[config.mk]
export PLATFORM = sky130hd
export DESIGN_NAME = binomial_coefficient_core
export DESIGN_NICKNAME = d
export VERILOG_FILES = /design/src/rtl/bc_pkg.sv /design/src/rtl/bc_ctrl.sv /design/src/rtl/bc_dp.sv /design/src/rtl/binomial_coefficient_core.sv
export VERILOG_INCLUDE_DIRS = /design/src /design/src/rtl
export SDC_FILE = /design/constraint.sdc
export NUM_CORES = 2
export LEC_CHECK = 0
export BUFFER_PORTS_ARGS = -buffer_cell sky130_fd_sc_hd__buf_2
export CELL_PAD_IN_SITES_DETAIL_PLACEMENT = 1
export CELL_PAD_IN_SITES_GLOBAL_PLACEMENT = 2
export CORE_MARGIN = 1.5
export CORE_UTILIZATION = 30
export DETAILED_ROUTE_END_ITERATION = 8
export PLACE_DENSITY_LB_ADDON = 0.1
export SLEW_MARGIN = 20
export SYNTH_ARGS = -nofsm -noshare
export SYNTH_HDL_FRONTEND = slang
export SYNTH_SLANG_ARGS = --single-unit
[constraint.sdc]
create_clock -name clk_i -period 9.4 [get_ports clk_i]
set_input_delay 1.88 -clock clk_i [delete_from_list [all_inputs] [get_ports clk_i]]
set_output_delay 1.88 -clock clk_i [all_outputs]
set_load 0.01 [all_outputs]
[src/rtl/assert_macros.svh]
// Assertion macros used by the datapath of the binomial coefficient core.
// No dependencies; the bodies vanish when SYNTHESIS is defined.
`ifndef ASSERT_MACROS_SVH
`define ASSERT_MACROS_SVH

`ifndef SYNTHESIS
// Property must hold at every clock edge outside reset.
`define BC_ASSERT(lbl, clk, rstn, prop, msg) \
  lbl: assert property (@(posedge clk) disable iff (!rstn) (prop)) else $error(msg);
// Condition must never be true at a clock edge outside reset.
`define BC_ASSERT_NEVER(lbl, clk, rstn, cond, msg) \
  lbl: assert property (@(posedge clk) disable iff (!rstn) !(cond)) else $error(msg);
`else
`define BC_ASSERT(lbl, clk, rstn, prop, msg)
`define BC_ASSERT_NEVER(lbl, clk, rstn, cond, msg)
`endif

`endif

[src/rtl/bc_pkg.sv]
// Types and constants shared by the binomial coefficient controller and datapath.
// No dependencies.
`timescale 1ns / 1ps

package bc_pkg;

  // Operand and product widths.
  localparam int unsigned DATA_W  = 64;
  localparam int unsigned PROD_W  = 2 * DATA_W;
  localparam int unsigned HALF_W  = DATA_W / 2;
  // The divisor i+1 never passes 35 before the running value saturates.
  localparam int unsigned STEP_W  = 8;
  // Quotient bits retired per division cycle.
  localparam int unsigned DIGIT_W = 4;
  localparam int unsigned DIV_CYCLES = PROD_W / DIGIT_W;
  // Four 32x32 partial products per step.
  localparam int unsigned PP_COUNT = 4;
  localparam int unsigned CNT_W = 5;

  typedef enum logic [2:0] {
    S_IDLE,
    S_CHECK,
    S_SWAP,
    S_MUL,
    S_DIV,
    S_UPDATE,
    S_OUT
  } ctrl_state_e;

  typedef enum logic [1:0] {
    RES_ZERO,
    RES_ONE,
    RES_QUOT,
    RES_SAT
  } res_sel_e;

  // Commands from the controller to the datapath.
  typedef struct packed {
    logic     load_in;
    logic     check;
    logic     swap;
    logic     clr_acc;
    logic     pp_en;
    logic [1:0] pp_sel;
    logic     acc_en;
    logic [1:0] acc_sel;
    logic     div_en;
    logic     step_update;
    logic     res_load;
    res_sel_e res_sel;
    logic     out_load;
  } bc_cmd_t;

  // Status from the datapath to the controller.
  typedef struct packed {
    logic k_gt_n;
    logic k_zero;
    logic k_eq_n;
    logic q_ovf;
    logic last_step;
    logic out_free;
  } bc_stat_t;

endpackage

[src/rtl/bc_ctrl.sv]
// Controller state machine of the binomial coefficient core.
// Depends on bc_pkg for the state, command and status types.
`timescale 1ns / 1ps

module bc_ctrl import bc_pkg::*; (
  input  logic     clk_i,
  input  logic     rst_ni,
  input  logic     in_valid_i,
  output logic     in_ready_o,
  input  bc_stat_t stat_i,
  output bc_cmd_t  cmd_o
);

  ctrl_state_e state_q, state_d;
  logic [CNT_W-1:0] cnt_q, cnt_d;

  // State and phase counter registers.
  always_ff @(posedge clk_i or negedge rst_ni) begin
    if (!rst_ni) begin
      state_q <= S_IDLE;
      cnt_q   <= '0;
    end else begin
      state_q <= state_d;
      cnt_q   <= cnt_d;
    end
  end

  // Next state and commands.
  always_comb begin
    state_d    = state_q;
    cnt_d      = cnt_q;
    cmd_o      = '0;
    in_ready_o = 1'b0;
    unique case (state_q)
      S_IDLE: begin
        in_ready_o = 1'b1;
        if (in_valid_i) begin
          cmd_o.load_in = 1'b1;
          state_d       = S_CHECK;
        end
      end
      S_CHECK: begin
        cmd_o.check = 1'b1;
        if (stat_i.k_gt_n) begin
          cmd_o.res_load = 1'b1;
          cmd_o.res_sel  = RES_ZERO;
          state_d        = S_OUT;
        end else if (stat_i.k_zero || stat_i.k_eq_n) begin
          cmd_o.res_load = 1'b1;
          cmd_o.res_sel  = RES_ONE;
          state_d        = S_OUT;
        end else begin
          state_d = S_SWAP;
        end
      end
      S_SWAP: begin
        cmd_o.swap    = 1'b1;
        cmd_o.clr_acc = 1'b1;
        cnt_d         = '0;
        state_d       = S_MUL;
      end
      S_MUL: begin
        // Partial product for phase cnt, accumulation of the one before.
        cmd_o.pp_en   = (cnt_q < CNT_W'(PP_COUNT));
        cmd_o.pp_sel  = cnt_q[1:0];
        cmd_o.acc_en  = (cnt_q != '0);
        cmd_o.acc_sel = cnt_q[1:0] - 2'd1;
        if (cnt_q == CNT_W'(PP_COUNT)) begin
          cnt_d   = '0;
          state_d = S_DIV;
        end else begin
          cnt_d = cnt_q + CNT_W'(1);
        end
      end
      S_DIV: begin
        cmd_o.div_en = 1'b1;
        if (cnt_q == CNT_W'(DIV_CYCLES - 1)) begin
          cnt_d   = '0;
          state_d = S_UPDATE;
        end else begin
          cnt_d = cnt_q + CNT_W'(1);
        end
      end
      S_UPDATE: begin
        if (stat_i.q_ovf) begin
          cmd_o.res_load = 1'b1;
          cmd_o.res_sel  = RES_SAT;
          state_d        = S_OUT;
        end else if (stat_i.last_step) begin
          cmd_o.res_load = 1'b1;
          cmd_o.res_sel  = RES_QUOT;
          state_d        = S_OUT;
        end else begin
          cmd_o.step_update = 1'b1;
          cmd_o.clr_acc     = 1'b1;
          cnt_d             = '0;
          state_d           = S_MUL;
        end
      end
      S_OUT: begin
        if (stat_i.out_free) begin
          cmd_o.out_load = 1'b1;
          state_d        = S_IDLE;
        end
      end
      default: begin
        state_d = S_IDLE;
      end
    endcase
  end

endmodule

[src/rtl/bc_dp.sv]
// Datapath of the binomial coefficient core: operand registers, a 32x32
// multiplier, a radix-16 restoring divider and the output register.
// Depends on bc_pkg and assert_macros.svh.
`timescale 1ns / 1ps
`include "assert_macros.svh"

module bc_dp import bc_pkg::*; #(
  parameter int unsigned RESULT_WIDTH = 64
) (
  input  logic              clk_i,
  input  logic              rst_ni,
  input  logic [DATA_W-1:0] total_count_i,
  input  logic [DATA_W-1:0] chosen_count_i,
  input  bc_cmd_t           cmd_i,
  output bc_stat_t          stat_o,
  output logic              out_valid_o,
  input  logic              out_ready_i,
  output logic [DATA_W-1:0] coefficient_o,
  output logic              overflow_o
);

  // All ones in the low RESULT_WIDTH bits.
  localparam logic [DATA_W:0] SatWide =
    ({{DATA_W{1'b0}}, 1'b1} << RESULT_WIDTH) - {{DATA_W{1'b0}}, 1'b1};
  localparam logic [DATA_W-1:0] SatValue = SatWide[DATA_W-1:0];

  logic [DATA_W-1:0] n_q, k_q, nk_q, r_q;
  logic [PROD_W-1:0] acc_q;
  logic [DATA_W-1:0] pp_q;
  logic [STEP_W-1:0] rem_q, div_q;
  logic [DATA_W-1:0] res_q;
  logic              res_ovf_q;
  logic              m_valid_q;
  logic [DATA_W-1:0] m_data_q;
  logic              m_user_q;

  logic [DATA_W:0]   diff;
  logic [HALF_W-1:0] a_half, b_half;
  logic [PROD_W-1:0] pp_ext, pp_shift;
  logic [PROD_W-1:0] acc_div;
  logic [STEP_W-1:0] rem_div;

  // Range checks of k against n, and n - k.
  assign diff = {1'b0, n_q} - {1'b0, k_q};

  // Operand halves for the current partial product.
  assign a_half = cmd_i.pp_sel[1] ? r_q[DATA_W-1:HALF_W] : r_q[HALF_W-1:0];
  assign b_half = cmd_i.pp_sel[0] ? n_q[DATA_W-1:HALF_W] : n_q[HALF_W-1:0];

  // Align the registered partial product by the sum of its half indexes.
  always_comb begin
    pp_ext = {{(PROD_W - DATA_W){1'b0}}, pp_q};
    unique case (cmd_i.acc_sel)
      2'b00:        pp_shift = pp_ext;
      2'b01, 2'b10: pp_shift = pp_ext << HALF_W;
      2'b11:        pp_shift = pp_ext << DATA_W;
      default:      pp_shift = pp_ext;
    endcase
  end

  // One radix-16 division cycle: four restoring steps on the narrow remainder.
  always_comb begin
    logic [STEP_W:0] trial;
    logic            qbit;
    acc_div = acc_q;
    rem_div = rem_q;
    for (int j = 0; j < DIGIT_W; j++) begin
      trial = {rem_div, acc_div[PROD_W-1]};
      qbit  = (trial >= {1'b0, div_q});
      if (qbit) begin
        trial = trial - {1'b0, div_q};
      end
      rem_div = trial[STEP_W-1:0];
      acc_div = {acc_div[PROD_W-2:0], qbit};
    end
  end

  // Status toward the controller.
  assign stat_o.k_gt_n    = diff[DATA_W];
  assign stat_o.k_eq_n    = (diff[DATA_W-1:0] == '0);
  assign stat_o.k_zero    = (k_q == '0);
  assign stat_o.q_ovf     = |acc_q[PROD_W-1:RESULT_WIDTH];
  assign stat_o.last_step = ({{(DATA_W - STEP_W){1'b0}}, div_q} == k_q);
  assign stat_o.out_free  = !m_valid_q || out_ready_i;

  // Working registers of the recurrence.
  always_ff @(posedge clk_i) begin
    if (cmd_i.load_in) begin
      n_q   <= total_count_i;
      k_q   <= chosen_count_i;
      r_q   <= {{(DATA_W - 1){1'b0}}, 1'b1};
      div_q <= {{(STEP_W - 1){1'b0}}, 1'b1};
    end
    if (cmd_i.check) begin
      nk_q <= diff[DATA_W-1:0];
    end
    if (cmd_i.swap && (k_q > nk_q)) begin
      k_q <= nk_q;
    end
    if (cmd_i.pp_en) begin
      pp_q <= a_half * b_half;
    end
    if (cmd_i.clr_acc) begin
      acc_q <= '0;
      rem_q <= '0;
    end else if (cmd_i.acc_en) begin
      acc_q <= acc_q + pp_shift;
    end else if (cmd_i.div_en) begin
      acc_q <= acc_div;
      rem_q <= rem_div;
    end
    if (cmd_i.step_update) begin
      r_q   <= acc_q[DATA_W-1:0];
      div_q <= div_q + STEP_W'(1);
      n_q   <= n_q - DATA_W'(1);
    end
  end

  // Final value of the item.
  always_ff @(posedge clk_i) begin
    if (cmd_i.res_load) begin
      unique case (cmd_i.res_sel)
        RES_ZERO: begin
          res_q     <= '0;
          res_ovf_q <= 1'b0;
        end
        RES_ONE: begin
          res_q     <= {{(DATA_W - 1){1'b0}}, 1'b1};
          res_ovf_q <= 1'b0;
        end
        RES_QUOT: begin
          res_q     <= acc_q[DATA_W-1:0];
          res_ovf_q <= 1'b0;
        end
        RES_SAT: begin
          res_q     <= SatValue;
          res_ovf_q <= 1'b1;
        end
        default: begin
          res_q     <= '0;
          res_ovf_q <= 1'b0;
        end
      endcase
    end
  end

  // Output register valid flag.
  always_ff @(posedge clk_i or negedge rst_ni) begin
    if (!rst_ni) begin
      m_valid_q <= 1'b0;
    end else if (cmd_i.out_load) begin
      m_valid_q <= 1'b1;
    end else if (out_ready_i) begin
      m_valid_q <= 1'b0;
    end
  end

  // Output register payload.
  always_ff @(posedge clk_i) begin
    if (cmd_i.out_load) begin
      m_data_q <= res_q;
      m_user_q <= res_ovf_q;
    end
  end

  assign out_valid_o   = m_valid_q;
  assign coefficient_o = m_data_q;
  assign overflow_o    = m_user_q;

  // A finished item is only written into a free output register.
  `BC_ASSERT(a_out_load_free, clk_i, rst_ni,
    cmd_i.out_load |-> (!m_valid_q || out_ready_i), "output register overwritten")
  // The divisor i+1 is never zero while dividing.
  `BC_ASSERT_NEVER(a_div_zero, clk_i, rst_ni,
    cmd_i.div_en && (div_q == '0), "division by zero")
  // Every division cycle leaves a remainder below the divisor.
  `BC_ASSERT(a_rem_range, clk_i, rst_ni,
    $past(cmd_i.div_en) |-> (rem_q < div_q), "remainder out of range")
  // A flagged result always carries the saturated value.
  `BC_ASSERT(a_sat_value, clk_i, rst_ni,
    (m_valid_q && m_user_q) |-> (m_data_q == SatValue), "overflow without saturation")

endmodule

[src/rtl/binomial_coefficient_core.sv]
// Binomial coefficient core: C(n,k) with saturation past RESULT_WIDTH bits.
// The result is 0 when k > n and 1 when k = 0 or k = n; otherwise the recurrence runs
// s = min(k, n-k) steps of multiply, divide and update, at most 34 before the value saturates.
// One item at a time; the next is taken once a result is in the output register, while it waits.
// Asynchronous active-low reset clears the controller and the output valid.
// Depends on bc_pkg, bc_ctrl and bc_dp.
`timescale 1ns / 1ps

module binomial_coefficient_core import bc_pkg::*; #(
  parameter int unsigned RESULT_WIDTH = 64
) (
  input  logic                clk_i,
  input  logic                rst_ni,
  // Input item.
  input  logic                s_axis_tvalid,
  output logic                s_axis_tready,
  input  logic [PROD_W-1:0]   s_axis_tdata,   // [63:0] total_count, [127:64] chosen_count
  // Result item.
  output logic                m_axis_tvalid,
  input  logic                m_axis_tready,
  output logic [DATA_W-1:0]   m_axis_tdata,   // [63:0] coefficient
  output logic                m_axis_tuser    // [0] overflow
);

  bc_cmd_t  cmd;
  bc_stat_t stat;

  // Sequencer.
  bc_ctrl u_ctrl (
    .clk_i      (clk_i),
    .rst_ni     (rst_ni),
    .in_valid_i (s_axis_tvalid),
    .in_ready_o (s_axis_tready),
    .stat_i     (stat),
    .cmd_o      (cmd)
  );

  // Arithmetic and output register.
  bc_dp #(
    .RESULT_WIDTH (RESULT_WIDTH)
  ) u_dp (
    .clk_i          (clk_i),
    .rst_ni         (rst_ni),
    .total_count_i  (s_axis_tdata[DATA_W-1:0]),
    .chosen_count_i (s_axis_tdata[PROD_W-1:DATA_W]),
    .cmd_i          (cmd),
    .stat_o         (stat),
    .out_valid_o    (m_axis_tvalid),
    .out_ready_i    (m_axis_tready),
    .coefficient_o  (m_axis_tdata),
    .overflow_o     (m_axis_tuser)
  );

endmodule

# Word-level counts from Yosys, hierarchy flattened
# Cells that the tools add are included.
[op_classes]
n_lt_le_gt_ge = 6
n_eq_ne = 21
n_mul = 1
reduce_logical = 21
mux = 53
bitwise_logic = 1
add_sub_neg = 10
[ops]
columns = ["op", "n"]
rows = [
  ["$mux W64", 6],
  ["$pmux W128 S3", 1],
  ["$mux W128", 2],
  ["$pmux W64 S4", 1],
  ["$add A128 B128 Y128", 1],
  ["$logic_not A64 Y1", 2],
  ["$sub A64 B64 Y65", 1],
  ["$eq A8 B64 Y1", 1],
  ["$gt A64 B64 Y1", 1],
  ["$mul A32 B32 Y64", 1],
  ["$mux W32", 2],
  ["$reduce_or A64 Y1", 1],
  ["$sub A64 B1 Y64 const B", 1],
  ["$mux W8", 6],
  ["$ge A9 B8 Y1", 4],
  ["$mux W3", 12],
  ["$sub A8 B8 Y8", 4],
  ["$pmux W3 S7", 1],
  ["$mux W5", 4],
  ["$pmux W5 S4", 1],
  ["$mux W1", 13],
  ["$eq A3 B3 Y1 const B", 3],
  ["$add A8 B1 Y8 const B", 1],
  ["$eq A2 B2 Y1 const B", 4],
  ["other kinds (27)", 39],
]
[totals]
regBits = 603
in_bits = 132
output_inout_bits = 67
word_cells = 128

# Longest topological paths before layout
[depth]
ltp_word = 9
depth_mapped = 50
depth_no_buf = 47

# Modules after synthesis
# From an unflattened synthesis, not the netlist that was laid out.
[hier_totals]
cells_unflattened = 8146
area_unflattened_um2 = 74132.3
[modules_own_cells]
columns = ["module", "seq_area_each_um2", "n_inst", "cells_per_inst", "area_each_um2"]
rows = [
  ["bc_dp", 16500.8, 1, 8061, 73480.5],
  ["bc_ctrl", 200.2, 1, 85, 651.9],
]

# Least setup slack after synthesis
# OpenSTA, ideal clock, no wires.
[synth_timing]
kind = "flip-flop to flip-flop"
startpoint = "reg u_ctrl.state_q[0]"
endpoint = "reg u_dp.pp_q[60], data pin"
path_slack_ns = -0.010
stages_incl_launch_ff = 38
path_buffers = 4
setup_time_ns = 0.262
required_time_ns = 9.138
synth_period_minus_slack_ns = 9.410
t_arrival_ns = 9.148
path_cell_list = "dfrtp_1 > clkbuf_1 > nand2_1 > nor2_1 > nand2_1 > clkbuf_1 > clkbuf_1 > mux2i_1 > clkbuf_1 > nor2_1 > fa_1 > fa_1 > inv_1 > fa_1 > inv_1 > fa_1 > inv_1 > fa_1 > (+2 left out) > fa_1 > inv_1 > fa_1 > inv_1 > ha_1 > a21o_1 > a21o_1 > a21o_1 > a21o_1 > a21o_1 > a21oi_1 > nor2b_1 > a311oi_1 > o2bb2ai_1 > o41a_1 > or3_1 > o21ai_1 > xor2_1"
[synth_via]
elab_chain_cells = 4
word_cells_on_any_way = 5
classes_between = "mul (1); eq/ne (1); mux (3)"
[synth_rtl]
columns = ["item", "line_no", "rtl"]
rows = [
  ["start, declared", "bc_ctrl.sv:14", "ctrl_state_e state_q, state_d;"],
  ["start signal, assigned", "bc_ctrl.sv:23", "state_q <= state_d;"],
  ["$eq A3 B2 Y1 (*)", "bc_ctrl.sv:34", "unique case (state_q)"],
  ["$mux W6 (*)", "bc_ctrl.sv:34", ""],
  ["$mux W32 (on tied branches)", "bc_dp.sv:47, bc_dp.sv:48", ""],
  ["$mul A32 B32 Y64 (*)", "bc_dp.sv:101", "pp_q <= a_half * b_half;"],
  ["end signal, assigned", "bc_dp.sv:101", ""],
  ["end, declared", "bc_dp.sv:29", "logic [DATA_W-1:0] pp_q;"],
]
# Mark *: on every way between the ends. The rest lies on a longest branch, timed or not.
# A chain may end at the register's enable or synchronous reset.

# Worst setup path in the final report
[layout_timing]
startpoint = "reg u_ctrl.state_q[0]"
endpoint = "reg u_dp.pp_q[61], data pin"
# The elaborated chain is that of the path after synthesis.

==> run summary <==
post-synth cell types - 83
DR vias/cell - 5.251
Clock Path Buffers - 3
Routed Antenna Nets - 0
P&R area growth vs syn - 14.32%
CP Launch Type - flip-flop
CP max-delay cell - fa_1
#FFs+latches synth - 603
CP most frequent cell - fa_1
Post-route DRC - 0
later-pin clock latency in the skew report - 0.75 ns
vias in the first global route - 65010
most common cell in the netlist - inv_1
CP Capture Type - flip-flop
Mapped Area - 72740 sq um
Critical Path RT - 9.86 ns
First-pass DRT Iterations - 5
Detailed Place HPWL - 270.0 mm
# clock sinks - 603
Clock Skew - 0.05840 ns
largest cells by area after synthesis - fa_1, edfxtp_1, ha_1
syn nets - 9560
final WL - 326.4 mm
Root Driver - clkbuf_16
routed via count - 60360
DR iter-0 viols - 4255
r2r setup slk - 0.33 ns
Yosys warning total - 0
Die X - 495.4 um
status - finished clean
cell taking the most area after synthesis - fa_1
crit share post-route - 96.44%
initial antenna violation count - 20
Cells on Worst Hold Path - 0
Yosys top cell area share - 24.82%
Async SR Flop Fraction - 1.493%
Slew headroom - 24.41%
worst setup margin - 0.3349 ns
FF-to-FF End - u_dp.pp_q[61]$_DFFE_PP_
largest net degree at the start of global routing - 143
worst-path maximum fanout - 11
Die Y - 495.4 um
worst setup path category - flip-flop to flip-flop
global-route wire length before repair - 470.5 mm
gr usage total - 26.59%
row cnt - 180
htree depth - 3
clock period minus worst slack - 9.065 ns
RD Place Congestion - 0.9128
hold bufs inserted after CTS - 0
Synth top cells by count - inv_1, nand2_1, fa_1
share of post-route cells with drive strength above 1 - 11.52%
top layer in use - met5
FF-to-FF path depth - 32
Port Buffers - 198
Floorplan Core Area - 240800 sq um
number of CTS-inserted buffers - 79
cell count after synthesis - 7969
register area share after synthesis - 22.96%
CTS tree - built
worst hold path startpoint - u_dp.res_q[21]$_DFFE_PP_
clk slew on worst S/H paths - 0.06 ns
# fillers - 27670
Hold WC Path Type - flip-flop to flip-flop
pre-CTS setup slack - -0.1228 ns
Largest stage delay, worst path - 0.62 ns
routed len/inst - 28.40 um
RSZ-0062 raised after global routing - no
DIE AREA - 245400 sq um
I/O pins - 199
Endpoint, Worst Hold - u_dp.coefficient_o[21]$_DFFE_PP_
Initial Util - 30.21%
total grt overflow - 0
Met2 Wirelength - 149.7 mm
Max Cap Viol - 0
Final nets - 9832
Max Freq - 0.1103 GHz
worst r2r src - u_ctrl.state_q[0]$_DFFE_PN0P_
ys flop type - edfxtp_1
wl on met1 - 151.7 mm
Worst Max-Slew Pin Slew - 1.124 ns
met3 wire len - 14.93 mm
WP data arrival - 9.53 ns
Avg Inst Size Synth - 9.128 sq um
final setup fails - 0
Final Slew Violations - 0
Final Hold Viols - 0
EDFF count, synth - 458
[cell usage in the layout (no fill, tap or decap), types with 37 or more instances in the layout]
cell,count
nor2b_1,46
ha_1,556
buf_4,305
a21o_1,232
a21oi_1,443
and2_1,144
buf_12,52
nand2_1,944
nor4_1,56
o21ai_0,238
xor2_1,115
a22o_1,72
edfxtp_1,458
clkbuf_16,81
dfxtp_1,136
o21bai_1,65
xnor2_1,203
nand2b_1,46
inv_1,1145
buf_2,198
mux2i_2,37
nor3_1,57
nor2_1,702
a22oi_1,111
nand4_1,103
nand3_1,72
mux2_2,108
fa_1,900
a31oi_1,47
[layer usage]
layer	up-vias	track usage, %
met5	-	0
li1	27070	-
met2	1335	43.15
met1	31640	37.42
met3	317	2.797
met4	2	7.271
[registers in the layout (all words and copies together) (netlist names)]
register,count
u_dp.out_valid_o,1
u_dp.rem_q,8
u_dp.coefficient_o,64
u_dp.overflow_o,1
u_dp.div_q,8
u_dp.n_q,64
u_dp.acc_q,128
u_dp.res_q,64
u_dp.k_q,64
u_dp.res_ovf_q,1
u_ctrl.state_q,3
u_dp.nk_q,64
u_dp.r_q,64
u_dp.pp_q,64
u_ctrl.cnt_q,5
[cells by family (layout without fill, tap and decap cells)]
kind of cell	after synthesis	after routing	synth area share, %
adders and majority gates	1459	1459	34.40
buffers and inverters	1531	1867	7.911
AOI/OAI and AO/OA	1506	1506	13.27
and+or+nand+nor	2332	2332	14.36
DFF	603	603	22.96
other	0	6	0
xor gates and xnor gates	319	319	3.841
muxes	219	219	3.248
[worst max-delay path: cells and delay by family (launching register included)]
| family | cells | cell delay (ns) |
|---|---|---|
| DFF | 1 | 0.38 |
| muxes | 1 | 0.52 |
| and+or+nand+nor | 6 | 0.86 |
| xor gates and xnor gates | 1 | 0.15 |
| adders and majority gates | 9 | 4.43 |
| AOI/OAI and AO/OA | 8 | 1.30 |
| buffers and inverters | 7 | 1.09 |
[how the worst max path moves through the flow]
stage / start / end / slack [ns] / cells after the start
5_1_grt: u_ctrl.state_q[1]$_DFFE_PN0P_ / u_dp.pp_q[61]$_DFFE_PP_ / 0.006 / 31
4_1_cts: u_ctrl.state_q[0]$_DFFE_PN0P_ / u_dp.pp_q[62]$_DFFE_PP_ / -0.02 / 34
2_1_floorplan: u_ctrl.state_q[0]$_DFFE_PN0P_ / u_dp.pp_q[60]$_DFFE_PP_ / 0.14 / 37
6_report: u_ctrl.state_q[0]$_DFFE_PN0P_ / u_dp.pp_q[61]$_DFFE_PP_ / 0.33 / 32
3_5_place_dp: u_ctrl.state_q[0]$_DFFE_PN0P_ / u_dp.pp_q[62]$_DFFE_PP_ / -0.12 / 34
3_3_place_gp: u_ctrl.state_q[0]$_DFFE_PN0P_ / u_dp.pp_q[62]$_DFFE_PP_ / 0.06 / 34
[stage by stage]
stage | TNS, ns | hold WS, ns | cell area [sq um] | std cells | utilization, %
2_1_floorplan | 0 | 0.4003 | 72740 | 7969 | -
3_3_place_gp | 0 | 0.4039 | 79920 | 11320 | 33.20
3_5_place_dp | -0.2062 | 0.4063 | 79930 | 11320 | 33.20
4_1_cts | -0.01905 | 0.3872 | 82560 | 11470 | 34.29
5_1_grt | 0 | 0.3949 | 83140 | 11490 | 34.53
6_report | 0 | 0.4043 | 83150 | 11500 | 34.54
[cell type report]
cell class,instances,area (sq um),area share (%)
antenna,6,15.01,0.01806
clock buffer,97,2074,2.495
clock inverter,48,506.7,0.6094
inverter,1145,4298,5.169
multi-input combinational,5835,50950,61.27
sequential,603,16700,20.08
tap,3185,3985,4.792
timing repair buffer,577,4624,5.561
[what timing repair did]
item / CTS / global route
resized for setup: 12 / 84
endpoints found under the setup margin: 9 / 26
cloned: 0 / 4
buffers inserted: 0 / 17
pin swaps: 0 / 4
Power is left out: the tool's default activity adds up to more than one toggle a clock period on the data nets, which glitch-free logic cannot reach.
